==> src/hdl/assert_macros.svh <==
// ----------------------------------------------------------------------------
// Assertion macros
// Shared clocked assertion forms used by the match marker modules.
// ----------------------------------------------------------------------------
`ifndef ASSERT_MACROS_SVH
`define ASSERT_MACROS_SVH

// The property must hold at every rising edge outside reset.
`define NNM_ASSERT(label, clk, rst, prop, msg) \
  label: assert property (@(posedge clk) disable iff (rst) prop) \
    else $error(msg);

// The condition must never be true at a rising edge outside reset.
`define NNM_ASSERT_NEVER(label, clk, rst, cond, msg) \
  label: assert property (@(posedge clk) disable iff (rst) !(cond)) \
    else $error(msg);

`endif

==> src/hdl/nnm_pkg.sv <==
// ----------------------------------------------------------------------------
// Match marker package
// Field widths, codes, control structs and width helpers for the match marker.
// ----------------------------------------------------------------------------
package nnm_pkg;

  localparam int TABLE_DEPTH_DEF = 1024;
  localparam int VALUE_BITS_DEF  = 32;
  localparam int MAX_SIDE_DEF    = 16;

  localparam int REQ_TYPE_W  = 2;
  localparam int SAMPLE_W    = 32;
  localparam int ID_W        = 31;
  localparam int NEAREST_W   = 10;
  localparam int SIDE_W      = 5;
  localparam int LENGTH_W    = 11;
  localparam int CFG_INDEX_W = 2;
  localparam int CFG_DATA_W  = 11;
  localparam int MARK_BIT_MAX = 5;

  localparam logic [REQ_TYPE_W-1:0] REQ_LOAD  = 2'd0;
  localparam logic [REQ_TYPE_W-1:0] REQ_QUERY = 2'd1;
  localparam logic [REQ_TYPE_W-1:0] REQ_DRAIN = 2'd2;

  localparam logic [CFG_INDEX_W-1:0] CFG_LEFT   = 2'd0;
  localparam logic [CFG_INDEX_W-1:0] CFG_RIGHT  = 2'd1;
  localparam logic [CFG_INDEX_W-1:0] CFG_LENGTH = 2'd2;

  localparam logic RES_QUERY = 1'b0;
  localparam logic RES_DRAIN = 1'b1;

  localparam logic [SIDE_W-1:0]   LEFT_RESET   = 5'd2;
  localparam logic [SIDE_W-1:0]   RIGHT_RESET  = 5'd2;
  localparam logic [LENGTH_W-1:0] LENGTH_RESET = 11'd0;

  typedef struct packed {
    logic start;
    logic run;
  } scan_ctl_t;

  typedef struct packed {
    logic stop;
    logic tie;
  } scan_stat_t;

  function automatic int idx_width(int depth);
    int w;
    w = $clog2(depth);
    return (w > 2) ? w : 2;
  endfunction

  function automatic int bit_width(int depth);
    int w;
    w = idx_width(depth) - 1;
    return (w < MARK_BIT_MAX) ? w : MARK_BIT_MAX;
  endfunction

endpackage

==> src/hdl/nnm_mark_ram.sv <==
// ----------------------------------------------------------------------------
// Mark memory
// Match marks packed in rows, with a clearing pass over all rows after reset.
// ----------------------------------------------------------------------------
`include "assert_macros.svh"

module nnm_mark_ram #(
  parameter int ROW_W  = 5,
  parameter int MARK_W = 32
) (
  input  logic              clk,
  input  logic              rst,
  input  logic              we,
  input  logic [ROW_W-1:0]  waddr,
  input  logic [MARK_W-1:0] wdata,
  input  logic              re,
  input  logic [ROW_W-1:0]  raddr,
  output logic [MARK_W-1:0] rdata,
  output logic              busy
);
  import nnm_pkg::*;

  logic [MARK_W-1:0] mem [1 << ROW_W];
  logic [ROW_W-1:0]  clr_row;

  always_ff @(posedge clk) begin
    if (rst) begin
      busy    <= 1'b1;
      clr_row <= '0;
    end else if (busy) begin
      clr_row <= clr_row + 1'b1;
      if (clr_row == '1) begin
        busy <= 1'b0;
      end
    end
  end

  always_ff @(posedge clk) begin
    if (busy) begin
      mem[clr_row] <= '0;
    end else if (we) begin
      mem[waddr] <= wdata;
    end
    if (re) begin
      rdata <= mem[raddr];
    end
  end

  `NNM_ASSERT_NEVER(a_no_write_in_clear, clk, rst, busy && we, "mark write during clearing pass")

endmodule

==> config.mk <==
export PLATFORM = sky130hd
export DESIGN_NAME = nnm_mark_ram
export DESIGN_NICKNAME = d
export VERILOG_FILES = /design/src/hdl/nnm_pkg.sv /design/src/hdl/nnm_mark_ram.sv
export VERILOG_INCLUDE_DIRS = /design/src /design/src/hdl
export SDC_FILE = /design/constraint.sdc
export NUM_CORES = 1
export LEC_CHECK = 0
export BUFFER_PORTS_ARGS = -buffer_cell sky130_fd_sc_hd__buf_2
export CORE_UTILIZATION = 50
export CTS_BUF_LIST = sky130_fd_sc_hd__clkbuf_2
export DETAILED_ROUTE_END_ITERATION = 12
export GPL_TIMING_DRIVEN = 0
export PLACE_DENSITY_LB_ADDON = 0.2
export SYNTH_ARGS = -nofsm -noshare
export SYNTH_HDL_FRONTEND = slang
export SYNTH_SLANG_ARGS = --single-unit
export TNS_END_PERCENT = 1
==> constraint.sdc <==
create_clock -name clk -period 8.05 [get_ports clk]
set_input_delay 0 -clock clk [delete_from_list [all_inputs] [get_ports clk]]
set_output_delay 0 -clock clk [all_outputs]
set_load 0.01 [all_outputs]
* Yosys cells after proc, flatten, opt, wreduce, memory -nomap -nowiden
Memory sizes are Yosys's and may differ from the RTL's. A register that Yosys moved wholly into a read port is not among the register bits.
Index checks and enable logic that the tools add are counted.
W data, S select, Z words.
** Storage, ports and cells
- Register bits after elaboration :: 6
- Latch bits :: 0
- Bits in writable memories :: 1024
- ROM bits :: 0
- Input bits :: 46
- Output and inout bits :: 33
- Memories :: 1
** Memories
- mem :: depth 32, width 32, rd ports 1, clocked after Yosys merged registers in 1, write ports 1, line nnm_mark_ram.sv:23 : logic [MARK_W-1:0] mem [1 << ROW_W];
** Cells by class
- Add/sub/neg operators :: 1
- Multiply operators :: 0
- Divide/modulo/power cells :: 0
- Order comparisons :: 0
- Equal/unequal tests :: 1
- Shift-type cells :: 0
- Multiplexer cells :: 10
- Bitwise logic cells :: 0
- Reduce and logical (&&, ||, !) cells :: 1
** Operators by type and width (number)
- $mux W32 :: 1
- $reduce_or A32 Y1 :: 1
- $mux W1 :: 8
- $add A5 B1 Y5 const B :: 1
- $eq A5 B5 Y1 const B :: 1
- $mux W5 :: 1

* Longest topological paths before layout
- Depth after elaboration :: 5
- Mapped depth :: 8
- Gate-level depth less buffers :: 5

* Worst setup path before layout
OpenSTA, ideal clock, no wires.
- Path kind :: register to register
- From :: register busy
- To :: memory mem[18][0] (enable)
- Setup time :: 0.421 ns
- Data arrival time :: 2.662 ns
- Required time :: 7.629 ns
- Slack :: 4.967 ns
- Stages on the path, launching flop included :: 7
- Path buffers :: 1
- Period minus slack after synthesis :: 3.083 ns
- Path through :: dfxtp_1 nor2b_1 buf_2 mux2_2 nor2_1 nand2_1 nor2_1
** On the way
- Word-level cells in the longest chain between the ends :: 4
** Ends and longest elaborated chain
- from (decl) :: line nnm_mark_ram.sv:19 : output logic busy
- from (signal assigned) :: line nnm_mark_ram.sv:28 : busy <= 1'b1;
- from (signal assigned) :: line nnm_mark_ram.sv:33 : busy <= 1'b0;
- $mux W1 :: line nnm_mark_ram.sv:39 : if (busy) begin
- $mux W1 (implied by the code) :: line nnm_mark_ram.sv:42 : mem[waddr] <= wdata;
- $reduce_or A32 Y1 (no source line)
- $mux W5 (no source line) / $mux W1 (equally long branches)
- to (decl) :: line nnm_mark_ram.sv:23
Parallel ways exist; a longest one is shown, timed or not.

* Final worst setup path
- From :: register busy
- To :: memory mem[19][23] (enable)
The elaborated chain is that of the path after synthesis.

==> results.tsv <==
metric	value	unit
DRT Pass-1 Iters	5	
P_leak	16.89	nW
Slew Limit Headroom	7.711	%
Required @ worst endpoint	9.03	ns
cts repair resizes	0	
synthesized area per cell	17.73	um^2
post-DP HPWL	64.36	mm
routed vias	23137	
number of global-route vias before repair	23749	
Slew Viols, Final	0	
Tcrit/Tclk final	56.70	%
Initial Util	50.49	%
Post-synth EDFFs	1056	
Via density	5.707	
GR Util All Layers	24.43	%
number of core rows	105	
grt ovf	0	
FFs w/ async S/R, synth	0	%
fin crit period	4.564	ns
YS warnings	0	
initial antenna violation count	2	
initial drt markers	1920	
Setup Skew	0.1475	ns
CTS root buf	clkbuf_2	
Die Y-Extent	289.7	um
commonest cells after routing, fill and taps aside	edfxtp_1, mux2i_1, clkbuf_2	
Achievable Freq	0.2191	GHz
Die Wd	289.7	um
clock-pin slew on the worst setup and hold paths	0.11	ns
Critical Path Sink Type	register	
largest net degree at the start of global routing	33	
reg2reg start	busy$_SDFF_PP1_	
I/O Pins	79	
Synth cell types	35	
Worst IR Drop VDD	133.0	uV
register bit total from synthesis	1062	
first-pass GRT wire length	146.9	mm
area delta synth->final	14.25	%
arrival time at the worst endpoint	5.54	ns
Hold Path Cell Cnt	3	
Worst Setup Path Type	register to register	
pwr/cell area	214.1	nW/um^2
CTS tree	built	
die footprint	83930	um^2
Max-Cap Viols	0	
Post-Route WL	101.4	mm
final setup vio count	0	
port bufs	77	
CTS sink cnt	1062	
Total Neg Setup Slack	0	ns
DRC	0	
Hold WC Path Type	input pin to register	
Post-Syn Nets	2382	
Worst-Skew Late Latency	1.40	ns
share of cells above drive strength 1	21.06	%
H-tree levels	5	
reg2reg end	mem[19][23]$_DFFE_PP_	
Hold Path End	mem[5][17]$_DFFE_PP_	
top_reg_cell synth	edfxtp_1	
Worst Path Max Fanout	25	
most common cell after layout, fill and taps aside	edfxtp_1	
nets	2863	
R2R setup slack	3.49	ns
status	finished clean	
Clock Tree Buf Depth	4	
Worst-Margin Slew	1.380	ns
startpoint types	register	
Final ANT Viol Nets	0	
total core area	81980	um^2
Worst R2R Path Depth	10	
Fin. Hold Viols	0	
total CTS buffers	275	
mapped cell area	41390	um^2
RSZ-0062 raised after global routing	false	
routed len/inst	25.01	um
Final GP Congestion	0.8329	
layout filler cell count	6380	
sequential share of the synthesized area	76.90	%
fin util	57.68	%
hold_sp	wdata[17]	
Cells after Synth	2334	
## how the worst max path moves through the flow
| stage | depth (start not counted) | to | startpoint |
|---|---|---|---|
| finish | 10 | mem[19][23]$_DFFE_PP_ | busy$_SDFF_PP1_ |
| global route | 10 | mem[19][23]$_DFFE_PP_ | busy$_SDFF_PP1_ |
| CTS | 10 | mem[19][23]$_DFFE_PP_ | busy$_SDFF_PP1_ |
| detailed placement | 6 | mem[8][20]$_DFFE_PP_ | busy$_SDFF_PP1_ |
| global placement | 6 | mem[10][20]$_DFFE_PP_ | busy$_SDFF_PP1_ |
| floorplan | 6 | mem[18][0]$_DFFE_PP_ | busy$_SDFF_PP1_ |
## flip-flops by register name (all words and copies together) (netlist names)
name and cells:
mem 1024, rdata 32, clr_row 5, busy 1
## Yosys cell counts, drive strengths merged (4+ instances only)
cell | number | share of area [%]
dfxtp | 6 | 0.29
a21oi | 97 | 1.2
and2 | 33 | 0.50
a22oi | 96 | 1.7
a31oi | 34 | 0.51
nand2 | 106 | 0.96
clkbuf | 47 | 0.44
nor2 | 42 | 0.38
buf | 84 | 1.5
edfxtp | 1056 | 77
nor3 | 32 | 0.39
a22o | 64 | 1.4
nor2b | 4 | 0.060
mux2i | 517 | 13
nand3 | 98 | 1.2
## critical path: stages (launching register included)
cell,delay [ns]
dfxtp_1,0.38
nor2b_1,0.13
buf_2,0.31
mux2_2,0.43
dlygate4sd3_1,0.66
nor2_1,0.12
dlygate4sd3_1,0.55
nand2_1,0.23
nor2_4,0.18
dlygate4sd3_1,0.86
buf_12,0.27
## cells by family after synthesis
kind of cell / synth area share (%)
multiplexers: 12.57
AND/OR/NAND/NOR: 3.612
AO/OA/AOI/OAI: 4.825
adder cells (fa/ha/maj): 0.06045
flip-flops: 76.90
XOR/XNOR: 0.06349
buffers and inverters: 1.965
## timing repair
item,CTS,global route
hold buffers,93,2
endpoints found under the hold margin,2118,64
buffers inserted,0,0
## where the power goes
group          internal [mW]  switching [mW]
clock network           1.38            2.05
registers               6.07          0.0191
logic                  0.230           0.373
## metrics by stage
| step | hold slack [ns] | cell area (um^2) | cells | worst slack, ns | total power [mW] |
|---|---|---|---|---|---|
| after floorplan | 0.07238 | 41390 | 2334 | 4.967 | 6.551 |
| after global placement | 0.2351 | 43110 | 3481 | 3.198 | 6.751 |
| after detailed placement | 0.2428 | 44070 | 3513 | 5.069 | 6.781 |
| after CTS | 0.0002954 | 47260 | 4050 | 3.565 | 10.19 |
| after global routing | 0.06354 | 47280 | 4053 | 3.314 | 10.52 |
| final | 0.1242 | 47290 | 4054 | 3.486 | 10.13 |
## layer usage
metal	up-vias	GRT usage, %	part of all wire [%]
met1	11692	31.76	40
met4	0	8.024	2.0
met5	-	0	0
met2	972	41.14	50
met3	156	5.055	7.3
li1	10317	-	-
## area by class of cell
cell class / count / area [um^2] / share of cell area (%)
buffer: 131 / 805.8 / 1.704
tap: 1070 / 1339 / 2.831
inverter: 2 / 7.507 / 0.01588
clock buffer: 379 / 1897 / 4.011
multi-input combinational: 1139 / 9005 / 19.04
clock inverter: 65 / 350.3 / 0.7409
timing repair buffer: 204 / 2047 / 4.329
antenna: 2 / 5.005 / 0.01058
sequential: 1062 / 31830 / 67.31
No activity file was read; power rests on OpenSTA's default activity.
