**src/hdl/assert_macros.svh**
```systemverilog
// ----------------------------------------------------------------------------
// Assertion macros
// Shared clocked assertion forms used by the match marker modules.
// ----------------------------------------------------------------------------
`ifndef ASSERT_MACROS_SVH
`define ASSERT_MACROS_SVH

// The property must hold at every rising edge outside reset.
`define NNM_ASSERT(label, clk, rst, prop, msg) \
  label: assert property (@(posedge clk) disable iff (rst) prop) \
    else $error(msg);

// The condition must never be true at a rising edge outside reset.
`define NNM_ASSERT_NEVER(label, clk, rst, cond, msg) \
  label: assert property (@(posedge clk) disable iff (rst) !(cond)) \
    else $error(msg);

`endif

```
**src/hdl/nnm_pkg.sv**
```systemverilog
// ----------------------------------------------------------------------------
// Match marker package
// Field widths, codes, control structs and width helpers for the match marker.
// ----------------------------------------------------------------------------
package nnm_pkg;

  localparam int TABLE_DEPTH_DEF = 1024;
  localparam int VALUE_BITS_DEF  = 32;
  localparam int MAX_SIDE_DEF    = 16;

  localparam int REQ_TYPE_W  = 2;
  localparam int SAMPLE_W    = 32;
  localparam int ID_W        = 31;
  localparam int NEAREST_W   = 10;
  localparam int SIDE_W      = 5;
  localparam int LENGTH_W    = 11;
  localparam int CFG_INDEX_W = 2;
  localparam int CFG_DATA_W  = 11;
  localparam int MARK_BIT_MAX = 5;

  localparam logic [REQ_TYPE_W-1:0] REQ_LOAD  = 2'd0;
  localparam logic [REQ_TYPE_W-1:0] REQ_QUERY = 2'd1;
  localparam logic [REQ_TYPE_W-1:0] REQ_DRAIN = 2'd2;

  localparam logic [CFG_INDEX_W-1:0] CFG_LEFT   = 2'd0;
  localparam logic [CFG_INDEX_W-1:0] CFG_RIGHT  = 2'd1;
  localparam logic [CFG_INDEX_W-1:0] CFG_LENGTH = 2'd2;

  localparam logic RES_QUERY = 1'b0;
  localparam logic RES_DRAIN = 1'b1;

  localparam logic [SIDE_W-1:0]   LEFT_RESET   = 5'd2;
  localparam logic [SIDE_W-1:0]   RIGHT_RESET  = 5'd2;
  localparam logic [LENGTH_W-1:0] LENGTH_RESET = 11'd0;

  typedef struct packed {
    logic start;
    logic run;
  } scan_ctl_t;

  typedef struct packed {
    logic stop;
    logic tie;
  } scan_stat_t;

  function automatic int idx_width(int depth);
    int w;
    w = $clog2(depth);
    return (w > 2) ? w : 2;
  endfunction

  function automatic int bit_width(int depth);
    int w;
    w = idx_width(depth) - 1;
    return (w < MARK_BIT_MAX) ? w : MARK_BIT_MAX;
  endfunction

endpackage

```
**src/hdl/nnm_scan.sv**
```systemverilog
// ----------------------------------------------------------------------------
// Nearest scan unit
// Streams entries from index zero, keeps the best distance, stops on growth or at the end.
// ----------------------------------------------------------------------------
`include "assert_macros.svh"

module nnm_scan #(
  parameter int IDX_W      = 10,
  parameter int VALUE_BITS = nnm_pkg::VALUE_BITS_DEF
) (
  input  logic                    clk,
  input  logic                    rst,
  input  nnm_pkg::scan_ctl_t      ctl,
  input  logic [IDX_W:0]          len,
  input  logic [VALUE_BITS-1:0]   query,
  input  logic [VALUE_BITS-1:0]   rvalue,
  output logic                    rd_en,
  output logic [IDX_W-1:0]        rd_addr,
  output nnm_pkg::scan_stat_t     stat,
  output logic [IDX_W-1:0]        nearest,
  output logic [IDX_W-1:0]        first_tie
);
  import nnm_pkg::*;

  logic [IDX_W:0]        issue_cnt;
  logic                  rd_v;
  logic [IDX_W-1:0]      rd_idx;
  logic [VALUE_BITS-1:0] q_b;
  logic [VALUE_BITS-1:0] r_b;
  logic [VALUE_BITS-1:0] dist_next;
  logic                  v1;
  logic [VALUE_BITS-1:0] d1;
  logic [IDX_W-1:0]      idx1;
  logic                  have;
  logic                  tie;
  logic [VALUE_BITS-1:0] best;
  logic                  accept;
  logic                  brk;

  assign r_b       = {~rvalue[VALUE_BITS-1], rvalue[VALUE_BITS-2:0]};
  assign dist_next = (q_b >= r_b) ? (q_b - r_b) : (r_b - q_b);
  assign accept    = !have || (d1 < best) || ((d1 == '0) && (best == '0));
  assign brk       = !accept && (d1 > best);
  assign rd_en     = ctl.run && (issue_cnt < len);
  assign rd_addr   = issue_cnt[IDX_W-1:0];
  assign stat.stop = ctl.run && ((v1 && brk) || ((issue_cnt == len) && !rd_v && !v1));
  assign stat.tie  = tie;

  always_ff @(posedge clk) begin
    if (rst) begin
      issue_cnt <= '0;
      rd_v      <= 1'b0;
      v1        <= 1'b0;
      have      <= 1'b0;
      tie       <= 1'b0;
    end else if (ctl.start) begin
      issue_cnt <= '0;
      rd_v      <= 1'b0;
      v1        <= 1'b0;
      have      <= 1'b0;
      tie       <= 1'b0;
    end else begin
      rd_v <= rd_en;
      if (rd_en) begin
        issue_cnt <= issue_cnt + 1'b1;
      end
      v1 <= rd_v && ctl.run;
      if (ctl.run && v1 && accept) begin
        have <= 1'b1;
        if (d1 == '0) begin
          tie <= 1'b1;
        end
      end
    end
  end

  always_ff @(posedge clk) begin
    if (ctl.start) begin
      q_b <= {~query[VALUE_BITS-1], query[VALUE_BITS-2:0]};
    end
    rd_idx <= issue_cnt[IDX_W-1:0];
    if (rd_v) begin
      d1   <= dist_next;
      idx1 <= rd_idx;
    end
    if (ctl.run && v1 && accept) begin
      best    <= d1;
      nearest <= idx1;
      if ((d1 == '0) && !tie) begin
        first_tie <= idx1;
      end
    end
  end

  `NNM_ASSERT(a_stage_order, clk, rst, v1 |-> $past(rd_v), "distance stage valid without a read")

endmodule

```
**config.mk**
```make
export PLATFORM = sky130hd
export DESIGN_NAME = nnm_scan
export DESIGN_NICKNAME = d
export VERILOG_FILES = /design/src/hdl/nnm_pkg.sv /design/src/hdl/nnm_scan.sv
export VERILOG_INCLUDE_DIRS = /design/src /design/src/hdl
export SDC_FILE = /design/constraint.sdc
export NUM_CORES = 1
export LEC_CHECK = 0
export ABC_AREA = 1
export BUFFER_PORTS_ARGS = -buffer_cell sky130_fd_sc_hd__buf_2
export CORE_AREA = 2 2 161 163
export CTS_BUF_LIST = sky130_fd_sc_hd__clkbuf_4 sky130_fd_sc_hd__clkbuf_8 sky130_fd_sc_hd__clkbuf_16
export CTS_CLUSTER_SIZE = 28
export DETAILED_ROUTE_END_ITERATION = 12
export DIE_AREA = 0 0 163 165
export PLACE_DENSITY_LB_ADDON = 0.15
export SLEW_MARGIN = 30
export SYNTH_ARGS = -nofsm -noshare
export SYNTH_HDL_FRONTEND = slang
export SYNTH_SLANG_ARGS = --single-unit
```
**constraint.sdc**
```tcl
create_clock -name clk -period 10.2 [get_ports clk]
set_input_delay 0.51 -clock clk [delete_from_list [all_inputs] [get_ports clk]]
set_output_delay 0.51 -clock clk [all_outputs]
set_load 0.05 [all_outputs]
```
## Word-level counts from Yosys, hierarchy flattened

Index checks and enable logic that the tools add are counted.

- Register bits after elaboration: 151
- Output and inout bits: 33
- Logic and storage cells: 47
- Bits of input ports: 79

- Muxes and demuxes: 1
- Magnitude comparators: 4
- Reduce and logical (&&, ||, !) cells: 24
- Eq/ne operators: 1
- Add/subtract/negate cells: 3
- Bitwise operators: 2

Operators by type and width:

| cell | count |
|---|---|
| $logic_not A32 Y1 | 2 |
| $sub A32 B32 Y32 | 2 |
| $ge A32 B32 Y1 | 1 |
| $gt A32 B32 Y1 | 1 |
| $lt A32 B32 Y1 | 1 |
| $mux W32 | 1 |
| $add A11 B1 Y11 const B | 1 |
| $eq A11 B11 Y1 | 1 |
| $logic_and A1 B1 Y1 | 11 |
| $lt A11 B11 Y1 | 1 |
| $logic_not A1 Y1 | 5 |
| $reduce_and A2 Y1 | 2 |
| $logic_or A1 B1 Y1 | 3 |
| $not A1 Y1 | 2 |
| $reduce_or A2 Y1 | 1 |

## Depth between registers and ports, before layout

Gate-level depths: netlist (run 1).

- Word-level depth: 8
- Gate-level depth with buffers: 16
- Mapped depth without buffers: 16

## Least setup slack after synthesis (run 1)

No wires, ideal clock.

- Path type: flip-flop to flip-flop
- Start: register d1[7]
- End: register best[0] (enable)
- Clock period less this slack: 3.736 ns
- Library setup time: 0.455 ns
- Setup slack: 6.464 ns
- Arrival: 3.280 ns
- Required time: 9.745 ns
- Path buffers: 0
- Stages on the path, launching flop included: 10
- Cells stage by stage: edfxtp_1 -> ha_1 -> a21o_1 -> nor2_1 -> nand2_1 -> nand2_1 -> nand2_1 -> nand2_1 -> nand2_1 -> a21oi_1

- Cells in the longest elaborated chain, start to end: 4
- Elaborated cells between the ends (all ways): 6

RTL lines:

| what | line | text |
|---|---|---|
| from (decl) | nnm_scan.sv:32 | `logic [VALUE_BITS-1:0] d1;` |
| from (signal assigned) | nnm_scan.sv:83 | `d1 <= dist_next;` |
| $lt A32 B32 Y1 / $logic_not A32 Y1 (equally long branches) | nnm_scan.sv:42 | `assign accept = !have \|\| (d1 < best) \|\| ((d1 == '0) && (best == '0));` |
| $logic_or A1 B1 Y1 / $logic_and A1 B1 Y1 (equally long branches) | nnm_scan.sv:42 |  |
| $logic_or A1 B1 Y1 (*) | nnm_scan.sv:42 |  |
| $logic_and A1 B1 Y1 (*) | nnm_scan.sv:86 | `if (ctl.run && v1 && accept) begin` |
| to (signal assigned) | nnm_scan.sv:87 | `best <= d1;` |
| to (decl) | nnm_scan.sv:36 | `logic [VALUE_BITS-1:0] best;` |

Every way passes the cells marked *; elsewhere a longest branch is shown, timed or not.
A chain may end at the register's enable or synchronous reset.

## Final worst setup path (run 1)

- Start: register issue_cnt[8]
- End: output rd_en

- Cells in the longest elaborated chain, start to end: 2

RTL lines:

| what | line | text |
|---|---|---|
| from (decl) | nnm_scan.sv:25 | `logic [IDX_W:0] issue_cnt;` |
| from (signal assigned) | nnm_scan.sv:65 | `issue_cnt <= issue_cnt + 1'b1;` |
| $lt A11 B11 Y1 | nnm_scan.sv:44 | `assign rd_en = ctl.run && (issue_cnt < len);` |
| $logic_and A1 B1 Y1 | nnm_scan.sv:44 |  |
| to (decl) | nnm_scan.sv:17 | `output logic rd_en,` |

No other way between the ends.

==> impl_metrics.yaml, run 1 <==
synth:
  syn-num-nets: 1476
  netlist_area_sq_um: 10400
  yosysWarnings: 0
  avgSynthCellArea_sq_um: 8.08
  synth.most_common_cell: "nand2_1"
  seq_area_frac_synth_pct: 41.1
  async_flop_share_pct: 0
  synth_top_area_share_pct: 36.3
  synth_commonest_cells: "340 x nand2_1, 181 x inv_1, 126 x edfxtp_1, 121 x nor2_1, 107 x ha_1"
  synth_edf_count: 126
  yosysTopAreaCell: "edfxtp_1"
  synthDistinctLibCells: 41
  synth-seq-cells: 151
  syn_inst: 1288
  yosys_most_used_dff: "edfxtp_1"
  synth_area_leaders: "edfxtp_1 36%, ha_1 13%, nand2_1 12%"
worst_setup_path:
  cp_common_cell: "a21oi_1"
  arrival_ns: 2.60
  slowest_delay_ns: 0.48
  critPathKind: "flop to output port"
  cp-end-kind: "output port"
  cp-start-kind: "flop"
  crit_path_top_delay_cell: "dfxtp_1"
  crit_chain: "ha_1 > a21oi_1 > o21ai_0 > a21oi_1 > nand3_1 > inv_1 > buf_2"
  worstPathMaxFanout: 16
  crit_required_ns: 9.69
clocking:
  clk_latency_ns: 0.43
  hold_buffers: 0
  numCtsBuffers: 17
  cts_setup_buffers: 0
  cts_buffer_depth: 2
  cts.clk_slew.worst_paths_ns: 0.08
  cts_tree: "done"
  cts_resized: 0
  cts-htree-levels: 4
  clockRootBuffer: "clkbuf_16"
  clkSinkCount: 151
sta:
  finalSetupViolCount: 0
  fin_skew_ns: 0.0190
  setup_tns_ns: 0
  grt_setup_unrepaired: "no"
  worst_pin_slew_ns: 0.842
  slew_headroom_pct: 43.6
  drv_slew: 0
  hold_viol: 0
  holdWs_ns: 0.243
  period_share_pct: 30.5
  max_freq_ghz: 0.322
  fin_crit_ns: 3.11
global_route:
  antenna_found_initial: 0
  grt_pass1_wl_mm: 40.8
  grt_max_degree: 44
  grt-ovfl-total: 0
  first_global_vias: 8190
  grtUsageTotal_pct: 19.5
die:
  rows: 58
  boundaryPins: 112
  die_w_um: 163
  die_y_um: 165
  die_area_sq_um: 26900
  initial_core_util_pct: 41.6
  fp.coreArea_sq_um: 25000
power_and_ir_drop:
  swShare_pct: 33.6
  power_frac_comb_pct: 23.0
  power.total_uw: 1770
  powerDensity_nw_per_um2: 150
  ir_worst_vdd_uv: 86.4
  net-switching-power_uw: 595
  clkPwrFrac_pct: 36.6
  p_int_uw: 1170
  power_frac_seq_pct: 40.5
  power_leakage_uw: 0.00556
flow_run:
  drv_cap: 0
drt:
  drt-pass1-iter-count: 5
  drc: 0
  drt_iter0_drc: 425
  routed_wl_mm: 25.4
  wl_per_cell_um: 14.7
  postRouteAntennaNets: 0
  num_vias: 8467
  viasPerCell: 4.90
place:
  dp_hpwl_mm: 21.0
  portBuffers: 111
  dpl_cell_area_sq_um: 11200
  gp_congestion: 0.905
finish:
  area_growth_pct: 13.1
  nNetsFinal: 1572
  diodes: 0
  fin_area_sq_um: 11800
  fill_cells: 2515
  multi_input_area_sq_um: 5190
  ff_latch_area_sq_um: 4290
  final_layout_size_suffix_gt1_share_pct: 12.7
outcome:
  outcome: "completed"
worst_hold_path:
  hold_path.class: "primary input to flop"
[layout by cell type (no fill, tap or decap), drive strengths merged]
cell type	synthesis	layout
o21bai	3	3
nor4	4	4
or2	1	1
nand3	47	47
fa	2	2
a21o	9	9
a21boi	3	3
inv	183	193
o21ai	67	67
buf	31	114
a21oi	107	107
edfxtp	126	126
ha	107	107
clkbuf	6	17
clkinv	2	7
xnor2	4	4
nand2	346	346
o21a	7	7
dfxtp	25	25
xor2	38	38
nor2	127	127
nand3b	1	1
o211ai	4	4
nor3	17	17
nand4	21	21
[flip-flops by register name (all words and copies together) (netlist names)]
name and flops:
best 32, d1 32, q_b 32, issue_cnt 11, first_tie 10, idx1 10
nearest 10, rd_idx 10, have 1, rd_v 1, tie 1, v1 1
[critical path: cells and delay by family (launching register included)]
kind                     cells  cell delay (ns)
AO/OA/AOI/OAI                3             0.32
adder cells (fa/ha/maj)      1             0.31
buffers and inverters        2             0.67
flip-flops                   1             0.48
AND/OR/NAND/NOR              1             0.39
[layer usage]
layer  wire, um  GRT usage (%)  vias to the layer above  part of all wire (%)
met4        588           7.20                        0                   2.3
met3        991           2.86                       35                   3.9
li1           -              -                     4407                     -
met2      11900           32.6                      200                    47
met5          0              0                        -                     0
met1      12000           25.7                     3825                    47
[final cells by class]
type	count	area share, %
Multi-Input combinational cell	915	44.1
Sequential cell	151	36.4
Inverter	185	5.92
Timing Repair Buffer	114	4.91
Clock buffer	17	3.61
Tap cell	330	3.51
Clock inverter	15	1.58
[per-stage QoR]
stage	util, %	setup slack [ns]	cells
after floorplan	-	6.46	1288
after global placement	44.6	7.27	1695
after detailed placement	44.6	7.21	1695
after CTS	47.0	7.07	1727
after global routing	47.0	6.82	1727
final	47.0	7.09	1727
[final timing paths]
kind                                   start  slack, ns    endpoint  cells after the start
worst max-delay path            issue_cnt[8]       7.09       rd_en                      7
worst max register to register        d1[30]       7.43  nearest[2]                      8
worst min-delay path               query[21]       0.24     q_b[21]                      1
worst min register to register     rd_idx[8]       0.40     idx1[8]                      0
[power by group through the flow]
stage / Clock [uW] / Combinational, uW / Sequential (uW)
CTS: 665 / 403 / 715
finish: 647 / 406 / 715
global route: 689 / 459 / 718
detailed placement: 0 / 401 / 730
global placement: 0 / 401 / 729
floorplan: 0 / 292 / 726
[cell families after synthesis]
| group | share of synthesized area, % |
|---|---|
| AO/OA/AOI/OAI | 10.7 |
| XOR/XNOR | 3.53 |
| adder cells (fa/ha/maj) | 13.2 |
| buffers and inverters | 9.11 |
| flip-flops | 41.1 |
| AND/OR/NAND/NOR | 22.3 |
Note: power is estimated with default switching activity, not from simulation.
==> run 2: changes to the inputs <==
clock period = 3.13 ns   (was 10.2 ns; I/O delays follow)
==> run 2 against run 1 <==
Net effect: worst setup slack worse by 6.7 ns; total power grew to 3.3 times the previous value; largest cell class unchanged; first-iteration DRC count is 11% lower; sequential cell count stayed put; critical path depth is 5 higher; non-clock buffer count is 36 higher; final cell count is 2.1% higher; sequential share of layout area is 1.1 points lower; cell area is 3.0% higher; clock skew is 0.0043 ns lower; via count is 2.5% higher; clock-buffer cell count stayed put.
==> impl_metrics.yaml, run 2 (synthesis gave the netlist of run 1 again) <==
clocking:
  cts-htree-levels: 4
  clockRootBuffer: "clkbuf_16"
  cts_tree: "done"
  clkSinkCount: 151
  clk_latency_ns: 0.43
  cts_buffer_depth: 2
  cts.clk_slew.worst_paths_ns: 0.07
  numCtsBuffers: 17
  cts_setup_buffers: 0
  hold_buffers: 33
  cts_resized: 0
flow_run:
  drv_cap: 0
global_route:
  grt-ovfl-total: 0
  first_global_vias: 8555
  antenna_found_initial: 0
  grt_max_degree: 44
  grt_pass1_wl_mm: 42.5
  grtUsageTotal_pct: 20.4
worst_setup_path:
  crit_required_ns: 3.31
  cp-end-kind: "flop"
  slowest_delay_ns: 0.50
  crit_path_top_delay_cell: "fa_1"
  startpoint: "q_b[0]"
  arrival_ns: 2.94
  crit_chain: "inv_1 > ha_1 > fa_1 > o21ai_2 > a21o_1 > nand2_2 > nand3_2 > nand2_2 > nand2_4 > inv_4 > nand2_1 > nand2_1"
  worstPathMaxFanout: 32
  cp-start-kind: "flop"
  r2r-start: "q_b[0]"
  reg2regPathDepth: 12
  r2r-end: "d1[28]"
  reg2reg_slack_ns: 0.37
  critPathKind: "flop to flop"
sta:
  hold_viol: 0
  period_share_pct: 88.3
  max_freq_ghz: 0.362
  finalSetupViolCount: 0
  slew_headroom_pct: 48.1
  layout_setup_ws_ns: 0.367
  fin_crit_ns: 2.76
  setup_tns_ns: 0
  drv_slew: 0
  worst_pin_slew_ns: 0.779
  fin_skew_ns: 0.0148
  grt_setup_unrepaired: "no"
die:
  boundaryPins: 112
  die_area_sq_um: 26900
  fp.coreArea_sq_um: 25000
  initial_core_util_pct: 41.6
  rows: 58
  die_y_um: 165
  die_w_um: 163
outcome:
  outcome: "completed"
drt:
  routed_wl_mm: 26.7
  drt_iter0_drc: 378
  drt-pass1-iter-count: 5
  viasPerCell: 4.92
  num_vias: 8681
  wl_per_cell_um: 15.1
  drc: 0
  postRouteAntennaNets: 0
finish:
  reg_top3: "best: 32 flops, d1: 32 flops, q_b: 32 flops"
  area_growth_pct: 16.5
  layout_common_cells: "340 x nand2_1, 181 x inv_1, 126 x edfxtp_1"
  diodes: 0
  post-route-util_pct: 48.5
  final_layout_size_suffix_gt1_share_pct: 12.6
  final_cell_count_no_fill: 1763
  nNetsFinal: 1608
  final_common_cell: "nand2_1"
worst_hold_path:
  whs_path_depth: 4
  min_to: "issue_cnt[9]"
  hold_path.class: "primary input to flop"
  min_from: "rst"
place:
  portBuffers: 111
  dp_hpwl_mm: 21.9
  gp_congestion: 0.923
  place_ws_ns: 0.364
  dp_cells: 1698
power_and_ir_drop:
  power.total_uw: 5830
  ir_worst_vdd_uv: 376
  powerDensity_nw_per_um2: 480
  power_leakage_uw: 0.00571
## run 2: metal layers
layer  GRT usage [%]  wire length, um  vias to the layer above  share of wire, %
met2            35.3            12600                      192                47
met3            2.66              869                       42               3.3
li1                -                -                     4471                 -
met1            26.4            12500                     3976                47
met4            7.28              714                        0               2.7
met5               0                0                        -                 0
## run 2: area by class of cell
class	count	area [sq um]
fill	2490	12900
multi-input combinational	915	5190
sequential	151	4290
timing repair buffer	150	931
inverter	185	697
clock buffer	17	425
tap	330	413
clock inverter	15	191
## run 2: through the flow
stage	hold slack, ns	instance area [sq um]
after detailed placement	0.335	11200
final	0.0697	12100
after global placement	0.332	11200
after CTS	0.0626	12100
after global routing	0.0910	12100
after floorplan	0.255	10400
## run 2: worst max-delay path by stage
stage	to	slack, ns	cells past startpoint
after floorplan	best[0]	0.24	9
after global placement	d1[1]	0.47	12
after detailed placement	d1[30]	0.36	12
after CTS	stat[1]	0.35	10
after global routing	d1[1]	0.16	12
final	d1[28]	0.37	12
## run 2: worst max-delay path, delay by kind of cell, from the launching register on
family / cells / cell delay [ns]
flip-flops: 1 / 0.35
adder cells (fa/ha/maj): 2 / 0.75
AND/OR/NAND/NOR: 6 / 0.66
AO/OA/AOI/OAI: 2 / 0.46
buffers and inverters: 2 / 0.25
## run 2: power breakdown
group          leakage (uW)  switching (uW)  internal [uW]
logic               0.00404             898            469
registers           0.00137            47.9           2280
clock network      0.000301            1030           1100
total               0.00571            1970           3850
==> run 3: changes to the inputs <==
clock period = 2.3 ns   (was 3.13 ns; I/O delays follow)
==> run 3 against run 2 <==
Net effect: the run now ends with setup timing left; first-iteration DRC count is 28% higher; combinational power grew 77%; worst setup slack got worse by 0.43 ns; register-to-register slack lost 0.33 ns; clock-buffer cell count stayed put; critical endpoint is now stat[1]; highest routed layer unchanged.
==> impl_metrics.yaml, run 3 (synthesis gave the netlist of run 1 again) <==
worst_hold_path:
  whs_path_depth: 5
  min_to: "issue_cnt[9]"
  hold_path.class: "primary input to flop"
  min_from: "rst"
clocking:
  clk_latency_ns: 0.44
  cts.clk_slew.worst_paths_ns: 0.07
  cts-htree-levels: 4
  cts_tree: "done"
  clkSinkCount: 151
  numCtsBuffers: 17
  clockRootBuffer: "clkbuf_16"
  cts_buffer_depth: 2
worst_setup_path:
  cp-end-kind: "output port"
  arrival_ns: 2.25
  cp-start-kind: "flop"
  cp_num_buf_inv: 1
  crit_path_top_delay_cell: "edfxtp_1"
  critPathTopFamily: "simple AND/OR/NAND/NOR gates"
  r2r-end: "best[26]"
  slowest_delay_ns: 0.50
  r2r-start: "d1[15]"
  critPathKind: "flop to output port"
  crit_required_ns: 2.18
  cp.depth: 10
  reg2reg_slack_ns: 0.04
  crit_chain: "ha_4 > nand2_2 > nor2_2 > nand4_1 > nor2_2 > nand2_1 > nand2_2 > nand3_2 > a21oi_2 > buf_6"
  reg2regPathDepth: 11
  worstPathMaxFanout: 3
sta:
  layout_setup_ws_ns: -0.0652
  slew_headroom_pct: 65.1
  max_freq_ghz: 0.423
  finalSetupViolCount: 1
  drv_slew: 0
  grt_setup_unrepaired: "yes"
  fin_skew_ns: 0.0173
  hold_viol: 0
  holdWs_ns: 0.0936
  fin_crit_ns: 2.37
  worst_pin_slew_ns: 0.524
  period_share_pct: 103
drt:
  num_vias: 9183
  wl_per_cell_um: 14.7
  drc: 0
  routed_wl_mm: 27.7
  drt_iter0_drc: 485
  viasPerCell: 4.86
  drt-pass1-iter-count: 5
  postRouteAntennaNets: 0
power_and_ir_drop:
  ir_worst_vdd_uv: 516
  powerDensity_nw_per_um2: 608
  power.total_uw: 8480
  power_leakage_uw: 0.00638
finish:
  ff_latch_area_sq_um: 4290
  layout_common_cells: "319 x nand2_1, 176 x inv_1, 126 x edfxtp_1"
  fill_cells: 2325
  reg_top3: "best: 32 flops, d1: 32 flops, q_b: 32 flops"
  final_cell_count_no_fill: 1888
  final_common_cell: "nand2_1"
  area_growth_pct: 34.0
  multi_input_area_sq_um: 5950
  nNetsFinal: 1733
  final_layout_size_suffix_gt1_share_pct: 28.1
  fin_area_sq_um: 14000
  diodes: 0
die:
  die_y_um: 165
  initial_core_util_pct: 41.6
  fp.coreArea_sq_um: 25000
  die_w_um: 163
  rows: 58
  boundaryPins: 112
  die_area_sq_um: 26900
outcome:
  outcome: "finished with violations"
  violations: "setup timing"
global_route:
  grtUsageTotal_pct: 20.5
  antenna_found_initial: 0
  grt_pass1_wl_mm: 43.1
  grt-ovfl-total: 0
  first_global_vias: 8798
  grt_max_degree: 44
flow_run:
  drv_cap: 0
place:
  gp_congestion: 0.975
  place_ws_ns: -0.0539
  dp_hpwl_mm: 21.7
  dpl_cell_area_sq_um: 11900
  portBuffers: 111
  dp_cells: 1792
[run 3: changes by cell type in the layout (fill, tap and decap cells not counted), sizes merged]
cell | previous run | this run
buf | 117 | 240
inv | 193 | 191
clkinv | 7 | 9
clkbuf | 17 | 19
[run 3: worst register-to-register path: stages (launching register included)]
cell,delay [ns]
edfxtp_1,0.47
ha_4,0.29
a21oi_1,0.14
o21ai_0,0.09
a21oi_1,0.15
nand2_2,0.09
nand2_1,0.07
nand2_2,0.06
buf_4,0.15
a21oi_4,0.15
buf_12,0.15
clkbuf_16,0.16
[run 3: repair_timing]
| item | in CTS | in global routing |
|---|---|---|
| hold buffers | 33 | 0 |
| resized for setup | 21 | 167 |
| setup buffers | 2 | 25 |
| setup endpoints to repair | 25 | 85 |
| cloned | 0 | 4 |
| pin swaps | 7 | 36 |
| endpoints found under the hold margin | 33 | 0 |
[run 3: worst max path at each step]
stage	start	endpoint	slack [ns]
after global routing	d1[18]	stat[1]	-0.16
after floorplan	d1[19]	best[0]	-0.06
after global placement	q_b[11]	d1[24]	-0.03
after detailed placement	q_b[11]	d1[24]	-0.05
after CTS	d1[23]	stat[1]	-0.14
final	d1[23]	stat[1]	-0.07
[run 3: cell type report]
cell class | count | share of cell area, %
well taps | 330 | 2.96
clock inverters | 15 | 1.35
inverters | 185 | 5.03
clock buffers | 17 | 3.05
flip-flops and latches | 151 | 30.7
repair buffers | 275 | 14.2
multi-input cells | 915 | 42.6
[run 3: through the flow]
| step | setup TNS [ns] | util, % |
|---|---|---|
| floorplan | -2.35 | - |
| global placement | -0.173 | 47.7 |
| detailed placement | -0.413 | 47.7 |
| CTS | -0.140 | 51.8 |
| global route | -2.16 | 55.7 |
| finish | -0.0652 | 55.7 |
[run 3: per-layer routing]
| metal | track usage [%] | routed length, um | vias up | part of all wire (%) |
|---|---|---|---|---|
| met5 | 0 | 0 | - | 0 |
| met3 | 2.79 | 1070 | 37 | 3.8 |
| met4 | 6.44 | 573 | 0 | 2.1 |
| li1 | - | - | 4726 | - |
| met1 | 27.4 | 12600 | 4227 | 45 |
| met2 | 34.8 | 13500 | 193 | 49 |
[run 3: power by group]
group	leakage, uW	total [uW]	internal [uW]	switching [uW]
combinational	0.00471	2420	1050	1370
clock	0.000299	2870	1490	1380
sequential	0.00137	3190	3110	79.3
total	0.00638	8480	5640	2840
